<file path="src/design/frns_pkg.sv">
// frns_pkg: shared types, register indexes and saturation helpers for the
// firing-rate neuron step unit. No dependencies.
`default_nettype none

package frns_pkg;

	// register indexes on the configuration port
	localparam logic [2:0] CFG_DTC      = 3'd0;
	localparam logic [2:0] CFG_LEAK     = 3'd1;
	localparam logic [2:0] CFG_BASE     = 3'd2;
	localparam logic [2:0] CFG_FMIN     = 3'd3;
	localparam logic [2:0] CFG_GAIN     = 3'd4;
	localparam logic [2:0] CFG_DECAY    = 3'd5;
	localparam logic [2:0] CFG_RELATIVE = 3'd6;

	// register reset values
	localparam logic [30:0] RST_DTC   = 31'd16777216;
	localparam logic [24:0] RST_FMIN  = 25'd4194304;
	localparam logic [30:0] RST_GAIN  = 31'd1678;

	// largest value of the rate field
	localparam logic [24:0] RATE_MAX = 25'h1FFFFFF;

	localparam logic signed [33:0] S32_MAX_34 = 34'sd2147483647;
	localparam logic signed [33:0] S32_MIN_34 = -34'sd2147483648;

	// input word: one simulation tick
	typedef struct packed {
		logic signed [31:0] synaptic_current;
		logic signed [31:0] external_current;
		logic signed [31:0] adapter_current;
		logic signed [31:0] noise_voltage;
	} req_word_t;

	// result word
	typedef struct packed {
		logic signed [31:0] membrane_out;
		logic signed [31:0] threshold_out;
		logic signed [31:0] total_current;
		logic        [24:0] firing_rate;
	} rsp_word_t;

	// configuration register set
	typedef struct packed {
		logic        [30:0] dt_over_capacitance;
		logic        [30:0] leak_conductance;
		logic signed [31:0] base_threshold;
		logic        [24:0] min_frequency;
		logic        [30:0] frequency_gain;
		logic        [24:0] accom_decay;
		logic        [24:0] relative_accom;
	} cfg_t;

	// sign extension of a 32-bit value to the sum width
	function automatic logic signed [33:0] sx34(input logic signed [31:0] x);
		return {{2{x[31]}}, x};
	endfunction

	// saturate an exact sum to 32 bits
	function automatic logic signed [31:0] sat34(input logic signed [33:0] x);
		logic signed [31:0] r;
		if (x > S32_MAX_34) begin
			r = 32'sh7FFFFFFF;
		end else if (x < S32_MIN_34) begin
			r = 32'sh80000000;
		end else begin
			r = x[31:0];
		end
		return r;
	endfunction

endpackage

`default_nettype wire

</file>
<file path="src/design/frns_cfg.sv">
// frns_cfg: configuration register file of the neuron step unit.
// Depends on frns_pkg for the register set type and indexes.
`default_nettype none

module frns_cfg (
	input  wire logic          clk,
	input  wire logic          arst_n,
	input  wire logic          cfg_we,
	input  wire logic [2:0]    cfg_addr,
	input  wire logic [31:0]   cfg_wdata,
	output frns_pkg::cfg_t     cfg
);
	import frns_pkg::*;

	cfg_t cfg_q;

	// register writes, unknown indexes ignored
	always_ff @(posedge clk or negedge arst_n) begin
		if (!arst_n) begin
			cfg_q.dt_over_capacitance <= RST_DTC;
			cfg_q.leak_conductance    <= '0;
			cfg_q.base_threshold      <= '0;
			cfg_q.min_frequency       <= RST_FMIN;
			cfg_q.frequency_gain      <= RST_GAIN;
			cfg_q.accom_decay         <= '0;
			cfg_q.relative_accom      <= '0;
		end else if (cfg_we) begin
			unique case (cfg_addr)
				CFG_DTC:      cfg_q.dt_over_capacitance <= cfg_wdata[30:0];
				CFG_LEAK:     cfg_q.leak_conductance    <= cfg_wdata[30:0];
				CFG_BASE:     cfg_q.base_threshold      <= cfg_wdata;
				CFG_FMIN:     cfg_q.min_frequency       <= cfg_wdata[24:0];
				CFG_GAIN:     cfg_q.frequency_gain      <= cfg_wdata[30:0];
				CFG_DECAY:    cfg_q.accom_decay         <= cfg_wdata[24:0];
				CFG_RELATIVE: cfg_q.relative_accom      <= cfg_wdata[24:0];
				default: ;
			endcase
		end
	end

	assign cfg = cfg_q;

endmodule

`default_nettype wire

</file>
<file path="src/design/frns_mul.sv">
// frns_mul: shared fixed-point multiplier, 33x33 signed with registered product,
// floor shift by the fraction width and 32-bit saturation. Depends on nothing.
`default_nettype none

module frns_mul #(
	parameter int FRAC_BITS = 24
) (
	input  wire logic               clk,
	input  wire logic signed [32:0] a,
	input  wire logic signed [32:0] b,
	output logic signed [65:0]      prod_shr,
	output logic signed [31:0]      prod_sat
);
	logic signed [65:0] prod_q;
	logic               fits;

	// exact product, one register
	always_ff @(posedge clk) begin
		prod_q <= a * b;
	end

	// arithmetic shift rounds toward minus infinity
	assign prod_shr = prod_q >>> FRAC_BITS;

	// in range when the bits above bit 31 all copy the sign
	assign fits = (prod_shr[65:31] == '0) || (prod_shr[65:31] == '1);

	always_comb begin
		if (fits) begin
			prod_sat = prod_shr[31:0];
		end else if (prod_shr[65]) begin
			prod_sat = 32'sh80000000;
		end else begin
			prod_sat = 32'sh7FFFFFFF;
		end
	end

endmodule

`default_nettype wire

</file>
<file path="src/design/firing_rate_neuron_step_unit.sv">
// firing_rate_neuron_step_unit: top level, sequencer and datapath registers.
// Depends on frns_pkg, frns_cfg and frns_mul.
//
// Usage: each word on the req channel (valid/ready) is one simulation tick
// with the three input currents and a noise sample. The unit updates its
// membrane voltage and threshold and returns one word on the rsp channel
// with the new voltage, threshold, saturated total current and firing rate.
// Configuration is written through cfg_we/cfg_addr/cfg_wdata while idle; a
// write of the base threshold also reloads the threshold state.
// Sequencing: all products go through one shared 33x33 multiplier, each as a
// product register step followed by a shift, saturate and accumulate step.
// The drift and pull products are skipped with accommodation off, and the
// rate product when the voltage is below threshold. req_ready is high only
// in the idle state, so a new word is taken only after the previous one ends.
// The result sits in an output register; the next word can be accepted while
// it waits. If the receiver stalls past the next word's computation, the
// sequencer holds in its final state until the register is free.
// Reset: voltage and threshold clear to zero, registers take their defaults,
// no result is pending.
`default_nettype none

module firing_rate_neuron_step_unit #(
	parameter int FRAC_BITS = 24
) (
	input  wire logic                clk,
	input  wire logic                arst_n,
	input  wire logic                req_valid,
	output logic                     req_ready,
	input  wire frns_pkg::req_word_t req_data,
	output logic                     rsp_valid,
	input  wire logic                rsp_ready,
	output frns_pkg::rsp_word_t      rsp_data,
	input  wire logic                cfg_we,
	input  wire logic [2:0]          cfg_addr,
	input  wire logic [31:0]         cfg_wdata
);
	import frns_pkg::*;

	localparam logic signed [32:0] ONE_33 = 33'sd1 <<< FRAC_BITS;
	localparam logic signed [65:0] ONE_66 = 66'sd1 <<< FRAC_BITS;
	// largest rate r with r * 1000000 below one
	localparam longint RATE_SMALL = ((longint'(1) << FRAC_BITS) - 1) / 1000000;
	localparam logic signed [65:0] RATE_SMALL_66 = 66'(RATE_SMALL);
	localparam logic signed [65:0] RATE_MAX_66 = 66'(RATE_MAX);

	typedef enum logic [14:0] {
		ST_IDLE    = 15'b000000000000001,
		ST_M_LEAK  = 15'b000000000000010,
		ST_D_LEAK  = 15'b000000000000100,
		ST_M_DV    = 15'b000000000001000,
		ST_D_DV    = 15'b000000000010000,
		ST_M_DRIFT = 15'b000000000100000,
		ST_D_DRIFT = 15'b000000001000000,
		ST_M_PULL1 = 15'b000000010000000,
		ST_D_PULL1 = 15'b000000100000000,
		ST_M_PULL2 = 15'b000001000000000,
		ST_D_PULL2 = 15'b000010000000000,
		ST_CMP     = 15'b000100000000000,
		ST_M_RATE  = 15'b001000000000000,
		ST_D_RATE  = 15'b010000000000000,
		ST_FIN     = 15'b100000000000000
	} state_t;

	cfg_t   cfg;
	state_t state_q, state_d;

	// neuron state
	logic signed [31:0] v_q, th_q;

	// working registers of one tick
	logic signed [31:0] total_q, noise_q, diff_q, vn_q, drift_q, pr_q, th_new_q;
	logic signed [32:0] tb_q, od_q, vt_q;
	logic        [24:0] rate_q;

	// output register
	rsp_word_t rsp_q;
	logic      rsp_valid_q;

	logic               accept, load_rsp;
	logic signed [32:0] mul_a, mul_b;
	logic signed [65:0] prod_shr;
	logic signed [31:0] prod_sat;
	logic signed [65:0] rsum, rclip;
	logic        [24:0] rate_d;

	frns_cfg u_cfg (
		.clk       (clk),
		.arst_n    (arst_n),
		.cfg_we    (cfg_we),
		.cfg_addr  (cfg_addr),
		.cfg_wdata (cfg_wdata),
		.cfg       (cfg)
	);

	frns_mul #(
		.FRAC_BITS (FRAC_BITS)
	) u_mul (
		.clk      (clk),
		.a        (mul_a),
		.b        (mul_b),
		.prod_shr (prod_shr),
		.prod_sat (prod_sat)
	);

	assign req_ready = (state_q == ST_IDLE);
	assign accept    = req_valid && req_ready;
	assign load_rsp  = (state_q == ST_FIN) && (!rsp_valid_q || rsp_ready);

	// multiplier operand selection
	always_comb begin
		unique case (state_q)
			ST_M_LEAK: begin
				mul_a = {v_q[31], v_q};
				mul_b = {2'b00, cfg.leak_conductance};
			end
			ST_M_DV: begin
				mul_a = {2'b00, cfg.dt_over_capacitance};
				mul_b = {diff_q[31], diff_q};
			end
			ST_M_DRIFT: begin
				mul_a = tb_q;
				mul_b = {8'b0, cfg.accom_decay};
			end
			ST_M_PULL1: begin
				mul_a = {8'b0, cfg.relative_accom};
				mul_b = {vn_q[31], vn_q};
			end
			ST_M_PULL2: begin
				mul_a = {pr_q[31], pr_q};
				mul_b = od_q;
			end
			ST_M_RATE: begin
				mul_a = {2'b00, cfg.frequency_gain};
				mul_b = vt_q;
			end
			default: begin
				mul_a = '0;
				mul_b = '0;
			end
		endcase
	end

	// rate: offset, clip at one, flush tiny rates, fit the field
	always_comb begin
		rsum = prod_shr + 66'(cfg.min_frequency);
		rclip = (rsum > ONE_66) ? ONE_66 : rsum;
		if (rclip <= RATE_SMALL_66) begin
			rate_d = '0;
		end else if (rclip > RATE_MAX_66) begin
			rate_d = RATE_MAX;
		end else begin
			rate_d = rclip[24:0];
		end
	end

	// sequencer next state
	always_comb begin
		state_d = state_q;
		unique case (state_q)
			ST_IDLE:    if (accept) state_d = ST_M_LEAK;
			ST_M_LEAK:  state_d = ST_D_LEAK;
			ST_D_LEAK:  state_d = ST_M_DV;
			ST_M_DV:    state_d = ST_D_DV;
			ST_D_DV:    state_d = (cfg.relative_accom != '0) ? ST_M_DRIFT : ST_CMP;
			ST_M_DRIFT: state_d = ST_D_DRIFT;
			ST_D_DRIFT: state_d = ST_M_PULL1;
			ST_M_PULL1: state_d = ST_D_PULL1;
			ST_D_PULL1: state_d = ST_M_PULL2;
			ST_M_PULL2: state_d = ST_D_PULL2;
			ST_D_PULL2: state_d = ST_CMP;
			ST_CMP:     state_d = (vn_q < th_new_q) ? ST_FIN : ST_M_RATE;
			ST_M_RATE:  state_d = ST_D_RATE;
			ST_D_RATE:  state_d = ST_FIN;
			ST_FIN:     if (load_rsp) state_d = ST_IDLE;
			default:    state_d = ST_IDLE;
		endcase
	end

	// control and neuron state
	always_ff @(posedge clk or negedge arst_n) begin
		if (!arst_n) begin
			state_q     <= ST_IDLE;
			v_q         <= '0;
			th_q        <= '0;
			rsp_valid_q <= 1'b0;
		end else begin
			state_q <= state_d;
			if (load_rsp) begin
				v_q         <= vn_q;
				th_q        <= th_new_q;
				rsp_valid_q <= 1'b1;
			end else if (rsp_ready) begin
				rsp_valid_q <= 1'b0;
			end
			// base threshold write reloads the threshold
			if (cfg_we && (cfg_addr == CFG_BASE)) begin
				th_q <= cfg_wdata;
			end
		end
	end

	// datapath registers
	always_ff @(posedge clk) begin
		if (accept) begin
			total_q <= sat34(sx34(req_data.synaptic_current) + sx34(req_data.external_current)
				+ sx34(req_data.adapter_current));
			noise_q <= req_data.noise_voltage;
			tb_q    <= {th_q[31], th_q} - {cfg.base_threshold[31], cfg.base_threshold};
			od_q    <= ONE_33 - $signed({8'b0, cfg.accom_decay});
		end
		unique case (state_q)
			ST_D_LEAK: diff_q <= sat34(sx34(total_q) - sx34(prod_sat));
			ST_D_DV: begin
				vn_q     <= sat34(sx34(v_q) + sx34(noise_q) + sx34(prod_sat));
				th_new_q <= cfg.base_threshold;
			end
			ST_D_DRIFT: drift_q <= prod_sat;
			ST_D_PULL1: pr_q <= prod_sat;
			ST_D_PULL2: th_new_q <= sat34(sx34(cfg.base_threshold) + sx34(drift_q)
				+ sx34(prod_sat));
			ST_CMP: begin
				vt_q   <= {vn_q[31], vn_q} - {th_new_q[31], th_new_q};
				rate_q <= '0;
			end
			ST_D_RATE: rate_q <= rate_d;
			default: ;
		endcase
		if (load_rsp) begin
			rsp_q.membrane_out  <= vn_q;
			rsp_q.threshold_out <= th_new_q;
			rsp_q.total_current <= total_q;
			rsp_q.firing_rate   <= rate_q;
		end
	end

	assign rsp_valid = rsp_valid_q;
	assign rsp_data  = rsp_q;

	// a word is taken only from idle, so ready drops right after an accept
	a_busy_after_accept: assert property (@(posedge clk) disable iff (!arst_n)
		accept |=> !req_ready)
		else $error("req_ready high in the cycle after an accept");

	// a nonzero rate needs the voltage at or above threshold
	a_rate_above_threshold: assert property (@(posedge clk) disable iff (!arst_n)
		(rsp_valid && (rsp_data.firing_rate != '0)) |->
		(rsp_data.membrane_out >= rsp_data.threshold_out))
		else $error("nonzero rate below threshold");

	// rate never above one
	a_rate_clipped: assert property (@(posedge clk) disable iff (!arst_n)
		rsp_valid |-> ($signed({41'b0, rsp_data.firing_rate}) <= ONE_66))
		else $error("rate above one");

	// without accommodation the threshold is the base value
	a_no_accom: assert property (@(posedge clk) disable iff (!arst_n)
		(load_rsp && (cfg.relative_accom == '0)) |=>
		(rsp_data.threshold_out == cfg.base_threshold))
		else $error("threshold moved with accommodation off");

endmodule

`default_nettype wire

</file>
<file path="config.mk">
export PLATFORM = sky130hd
export DESIGN_NAME = firing_rate_neuron_step_unit
export DESIGN_NICKNAME = d
export VERILOG_FILES = /design/src/design/frns_pkg.sv /design/src/design/frns_cfg.sv /design/src/design/frns_mul.sv /design/src/design/firing_rate_neuron_step_unit.sv
export SDC_FILE = /design/constraint.sdc
export NUM_CORES = 2
export LEC_CHECK = 0
export BUFFER_PORTS_ARGS = -buffer_cell sky130_fd_sc_hd__buf_4
export CORE_ASPECT_RATIO = 0.6
export CORE_UTILIZATION = 45
export CTS_CLUSTER_DIAMETER = 80
export DETAILED_ROUTE_END_ITERATION = 8
export HOLD_SLACK_MARGIN = 0.08
export PLACE_DENSITY = 0.67
export SYNTH_ARGS = -nofsm -noshare
export SYNTH_HDL_FRONTEND = slang
export SYNTH_SLANG_ARGS = --single-unit
</file>
<file path="constraint.sdc">
create_clock -name clk -period 10.9 [get_ports clk]
set_input_delay 1.635 -clock clk [delete_from_list [all_inputs] [get_ports clk]]
set_output_delay 1.635 -clock clk [all_outputs]
set_load 0.05 [all_outputs]
</file>
# After elaboration in Yosys (flattened, before gate mapping)
# Cells that the tools add are included.
# W data, S select, Z words.
[word_totals] inputBits=168 elab_cells=119 out_inout_bits=123 regBits=815
[classes] n_lt_le_gt_ge=12 eq_ne=24 add_sub_neg=11 mux=23 multipliers=1 n_reduce_logical=21
[ops] cell="$pmux W33 S6" n=2
[ops] cell="$mux W32" n=9
[ops] cell="$pmux W15 S15" n=1
[ops] cell="$add A33 B32 Y34" n=3
[ops] cell="$gt A34 B32 Y1 const B" n=3
[ops] cell="$lt A34 B32 Y1 const B" n=3
[ops] cell="$add A32 B32 Y33" n=3
[ops] cell="$sub A32 B32 Y33" n=3
[ops] cell="$gt A66 B26 Y1 const B" n=1
[ops] cell="$le A66 B6 Y1 const B" n=1
[ops] cell="$mul A33 B33 Y66" n=1
[ops] cell="$mux W66" n=1
[ops] cell="$pmux W32 S2" n=1
[ops] cell="$mux W25" n=2
[ops] cell="$pmux W25 S2" n=1
[ops] cell="$mux W15" n=3
[ops] cell="$add A42 B26 Y43" n=1
[ops] cell="$gt A43 B26 Y1 const B" n=1
[ops] cell="$eq A35 B35 Y1 const B" n=1
[ops] cell="$logic_not A35 Y1" n=1
[ops] cell="$gt A33 B32 Y1 const B" n=1
[ops] cell="$lt A33 B32 Y1 const B" n=1
[ops] cell="$lt A32 B32 Y1" n=1
[ops] cell="$sub A25 B25 Y26 const A" n=1
[ops] cell="29 further kinds" n=46

# Depth between registers and ports, before layout
[logic_depth] depth_word=8 mapped_depth=40

# Cells and area by module
# A second synthesis with hierarchy kept.
[unflattened] cells_unflattened=8047 hier_area_um2=83054.7
[by_module_without_submodules] mod="frns_mul" instances=1 seq_area_each_um2=840.8 cells_per_inst=4291 area_each_um2=39625.5
[by_module_without_submodules] mod="firing_rate_neuron_step_unit" instances=1 seq_area_each_um2=15876.5 cells_per_inst=3326 area_each_um2=35705.5
[by_module_without_submodules] mod="frns_cfg" instances=1 seq_area_each_um2=5014.8 cells_per_inst=430 area_each_um2=7723.7

# Worst setup path after synthesis
# OpenSTA, ideal clock, no wires.
[synth_timing] path_kind="register to register" startpoint="register state_q[4]" endpoint="register u_mul.prod_q[64]" t_required_ns=10.828 path_buffers=7 path_stages_with_launch=36 synth_period_minus_slack_ns=10.794 setup_time_ns=0.072 slack_ns=0.106 t_arrival_ns=10.721 cell_sequence="dfrtp_1 > or4_1 > buf_2 > nor4_1 > clkbuf_1 > clkbuf_1 > clkbuf_1 > a22oi_1 > nand2_1 > clkbuf_1 > clkbuf_1 > nand2_1 > fa_1 > inv_1 > fa_1 > fa_1 > fa_1 > fa_1 > fa_1 > fa_1 > inv_1 > fa_1 > inv_1 > ha_1 > clkbuf_1 > and3_1 > a211o_1 > a221oi_1 > nand3b_1 > o31ai_2 > a311oi_2 > o21ai_2 > o21ai_1 > or2_1 > a21oi_1 > xnor2_1"
[synth_via] elab_chain_len=3
[synth_lines] element="start, declared" line="firing_rate_neuron_step_unit.sv:65" text="state_t state_q, state_d;"
[synth_lines] element="start signal, assigned" line="firing_rate_neuron_step_unit.sv:187" text="state_q <= state_d;"
[synth_lines] element="$eq A15 B13 Y1 (tied with other cells)" line="firing_rate_neuron_step_unit.sv:111" text="unique case (state_q)"
[synth_lines] element="$pmux W33 S6" line="firing_rate_neuron_step_unit.sv:111"
[synth_lines] element="$mul A33 B33 Y66 *" line="frns_mul.sv:19" text="prod_q <= a * b;"
[synth_lines] element="end signal, assigned" line="frns_mul.sv:19"
[synth_lines] element="end, declared" line="frns_mul.sv:14" text="logic signed [65:0] prod_q;"
# Every way passes the cells marked *; elsewhere a longest branch is shown, timed or not.
# A chain may end at the register's enable or synchronous reset.

# Final worst setup path
[layout_timing] startpoint="register state_q[10]" endpoint="register u_mul.prod_q[60]"
# Same word-level chain as after synthesis.

==> metrics list <==
- Post-route fraction of the period consumed by the critical path: between 90 and 100%
- In this run the critical register-to-register path is captured at u_mul.prod_q[60]$_DFF_P_.
- Clock tree synthesis inserted a total of 77 buffers.
- The run finished, with violations left.
- Together, buffers and inverters on the worst path number 8.
- Violations in the final reports: DRC
- Measured on the finished design, the core utilization comes to approximately half.
* #FFs+latches synth: ~780
- The largest individual stage delay along the critical path comes from the cell fa_1.
- The worst setup path is captured at a flip-flop.
- Post-DR wirelength/cell: 27.5 um
- VDD sags by at most 0.000797 V.
- Detailed placement ended at an HPWL of between 200 and 250 mm.
- Main synth FF type: edfxtp_1
* Async set-reset flop share out of synthesis: a little over a third
- CP Data Arrival Time: ~11 ns
* Number of antenna violations at the first check in global routing: 32
- Proportion of layout cells with a drive suffix above 1: around an eighth
- The worst register-to-register path has a setup slack of between 0.15 and 0.2 ns.
- TritonCTS built the clock tree.
* Leakage: between 40 and 50 nW
* CP max stage delay: between 0.7 and 0.8 ns
* Area of the die: around 180000 um2
- Clock tree synthesis selected as its root buffer the cell clkbuf_16.
- The tree built by TritonCTS fans out to approximately 780 sinks.
- Counting instances, the worst hold path has a depth of 0.
- The largest total area in the synthesized netlist belongs to fa_1.
- After synthesis, the cell types taking the most area are fa_1 (31%), edfxtp_1 (17%), dfrtp_1 (8.5%).
* Worst Reg2Reg Path Length in Cells: 33
* Hold-critical path endpoint: rsp_data[1]$_DFFE_PP_
* Worst path most repeated cell: fa_1
- Grouping stages by cell kind, the critical path spends the most delay in adder cells.
- Once routing completed, OpenROAD measured the worst setup slack at approximately 0.20 ns.
* Number of nets in the synthesized netlist: roughly 9700
* Total number of vias: approximately 62000
- In this run the tool buffered the top-level ports with 290 buffer cells.
- The final hold violation count was 0.
- Floorplan die width: roughly 550 um
- DRC violation count after routing: 12
* Number of nets in the layout: 10051
* Hold/Removal Path Class: reg -> reg
* Remaining antenna violation count: 0
* Latest clock arrival within the worst-skew pair: between 0.7 and 0.8 ns
- Gp weighted congestion: roughly 1.1
* Least-Margin Pin Slew: roughly 1.2 ns
* First-pass GRT wire length: around 420 mm
- Setup violations remaining at the end of the flow were counted as 0.
* Maximum number of buffers from clock root to sink: 3
* Min Tclk post-route: around 11 ns
- Start-to-end type of the worst setup path: reg -> reg
- Initial standard-cell utilization of the core: approximately 45%
- Entering global routing, the biggest net connects 107 pins.
* FF-to-FF Start: state_q[10]$_DFFE_PN0P_
- CP startpoint kind: flip-flop
* Number of violations reported at the end of detailed-routing iteration 0: slightly below 9000
* Total global routing overflow: 0
- Height of the die: 328 um
- Count of flip-flops with a built-in enable after synthesis: about 460
- Of all nets on the critical path, the largest fanout is 30.
- Fill cells in the final layout number between 15000 and 20000.
- Global-route usage over all layers: 32.6%
* Sequential cell area fraction in the yosys report: ~27%
* Hold-fix buffers, CTS: 0
* Hold path start: rate_q[1]$_SDFFCE_PP0P_
- The average instance in the mapped netlist occupies slightly above 10 um2.
- After technology mapping, the gate count stands at approximately 7900.
- Post-CTS clock slew at the launch and capture registers of the worst setup and hold paths: around 0.07 ns
- Final wirelength: roughly 290 mm
* Count of boundary I/O pins: 291
* Number of levels the H-tree was split into: 3
- In the post-synthesis netlist, the cell with the most instances is inv_1.
- Number of pins with negative max-slew slack in the final report: 0
- Post-synth cell types: 98
* Worst clock skew: approximately 0.052 ns
* Maximum achievable frequency: 93.4 MHz
* Share of the synthesized area in the top cell type: roughly a third
* Max-cap viol count: 0
- The core region is 176000 um2.
* Pre-CTS WS: 0.0994 ns
* Power per cell area: between 300 and 400 nW/um2
* Num rows: 119
- Synth-to-Final Area Change: 12.1%
- For the worst setup path, the data required time is about 12 ns.
* Number of global-route vias before repair: between 60000 and 70000
- Ranked by instance count, the synthesized netlist is headed by inv_1 (1391), fa_1 (1247), nand2_1 (943), nor2_1 (622), edfxtp_1 (462).
- Slew Limit Headroom: 19.7%
- During synthesis, Yosys emitted a total of 0 warnings.
- The mapped netlist covers around 80000 um2.
- Iteration count of the initial detailed-routing pass: 9
- Using the TritonRoute via totals, the vias-per-cell ratio works out to about 5.8.
worst reg2reg max path: cells and delay by family, from the launching register on:
family	cells	cell delay, ns
simple gates	11	2.79
flops	1	0.45
compound gates	5	1.07
buf+inv	8	1.44
fa+ha+maj	9	4.90
cell families after synthesis:
kind of cell,synth area share (%)
AOI/OAI and AO/OA,9.60
xor gates and xnor gates,2.75
adders and majority gates,38.2
buffers and inverters,8.15
DFF,27.3
muxes,2.41
and+or+nand+nor,11.6
how the worst max path moves through the flow:
stage / start / end / slack, ns / cells past startpoint
finish: state_q[10]$_DFFE_PN0P_ / u_mul.prod_q[60]$_DFF_P_ / 0.20 / 33
detailed placement: state_q[11]$_DFFE_PN0P_ / u_mul.prod_q[56]$_DFF_P_ / 0.1 / 38
floorplan: state_q[4]$_DFFE_PN0P_ / u_mul.prod_q[64]$_DFF_P_ / 0.11 / 35
CTS: state_q[11]$_DFFE_PN0P_ / u_mul.prod_q[56]$_DFF_P_ / 0.07 / 40
global placement: state_q[11]$_DFFE_PN0P_ / u_mul.prod_q[56]$_DFF_P_ / 0.17 / 38
global route: state_q[10]$_DFFE_PN0P_ / u_mul.prod_q[64]$_DFF_P_ / -0.004 / 37
where the power goes:
part | internal (W) | switching (W)
registers | 0.00437 | 0.000430
clock network | 0.00152 | 0.00131
logic | 0.00689 | 0.0130
state kept, by name (all words and copies together), names as in the netlist, 25 cells and up:
register,flops
diff_q,32
drift_q,32
noise_q,32
od_q,26
pr_q,32
rate_q,25
rsp_data,121
tb_q,33
th_new_q,32
th_q,32
total_q,32
u_cfg.cfg,200
u_mul.prod_q,42
v_q,32
vn_q,32
vt_q,33
routing by layer:
layer  part of all wire (%)  vias up  GRT usage, %
li1                       -    26174             -
met1                     42    31360          48.2
met2                     38     3866          42.8
met3                     17      373          15.0
met4                    2.4       12          7.32
met5                   0.12        -          1.10
repair_timing:
action | 4_1_cts | 5_1_grt
resized for setup | 0 | 67
buffers inserted | 0 | 12
setup endpoints to repair | 0 | 26
placed cells by master, fill, tap and decap left out, types with 219 or more instances in the layout:
master    Yosys  routed
a21oi_1     333     329
o21ai_0     220     219
nor2_1      622     618
ha_1        430     430
edfxtp_1    462     462
inv_1      1391    1390
dfrtp_1     271     270
fa_1       1247    1246
nand2_1     943     927
buf_4         0     539
cell type report:
class                   instances  area, um2  area share, %
multi-input cells            5358      51700           57.9
flip-flops and latches        784      21700           24.3
inverters                    1391       5230           5.85
repair buffers                594       5040           5.65
well taps                    2359       2950           3.30
clock buffers                 106       2160           2.42
clock inverters                38        437          0.489
diodes                          6       15.0         0.0168
stage by stage:
stage               instance area (um2)  setup TNS (ns)  std cells  power [W]  hold WS [ns]
floorplan                         79600               0       7865     0.0174         0.400
global placement                  86300               0      10468     0.0231         0.403
detailed placement                86300               0      10468     0.0235         0.405
CTS                               88900               0      10612     0.0265         0.419
global route                      89300        -0.00413      10632     0.0290         0.424
finish                            89300               0      10636     0.0275         0.415
Note: power is estimated with default switching activity, not from simulation.
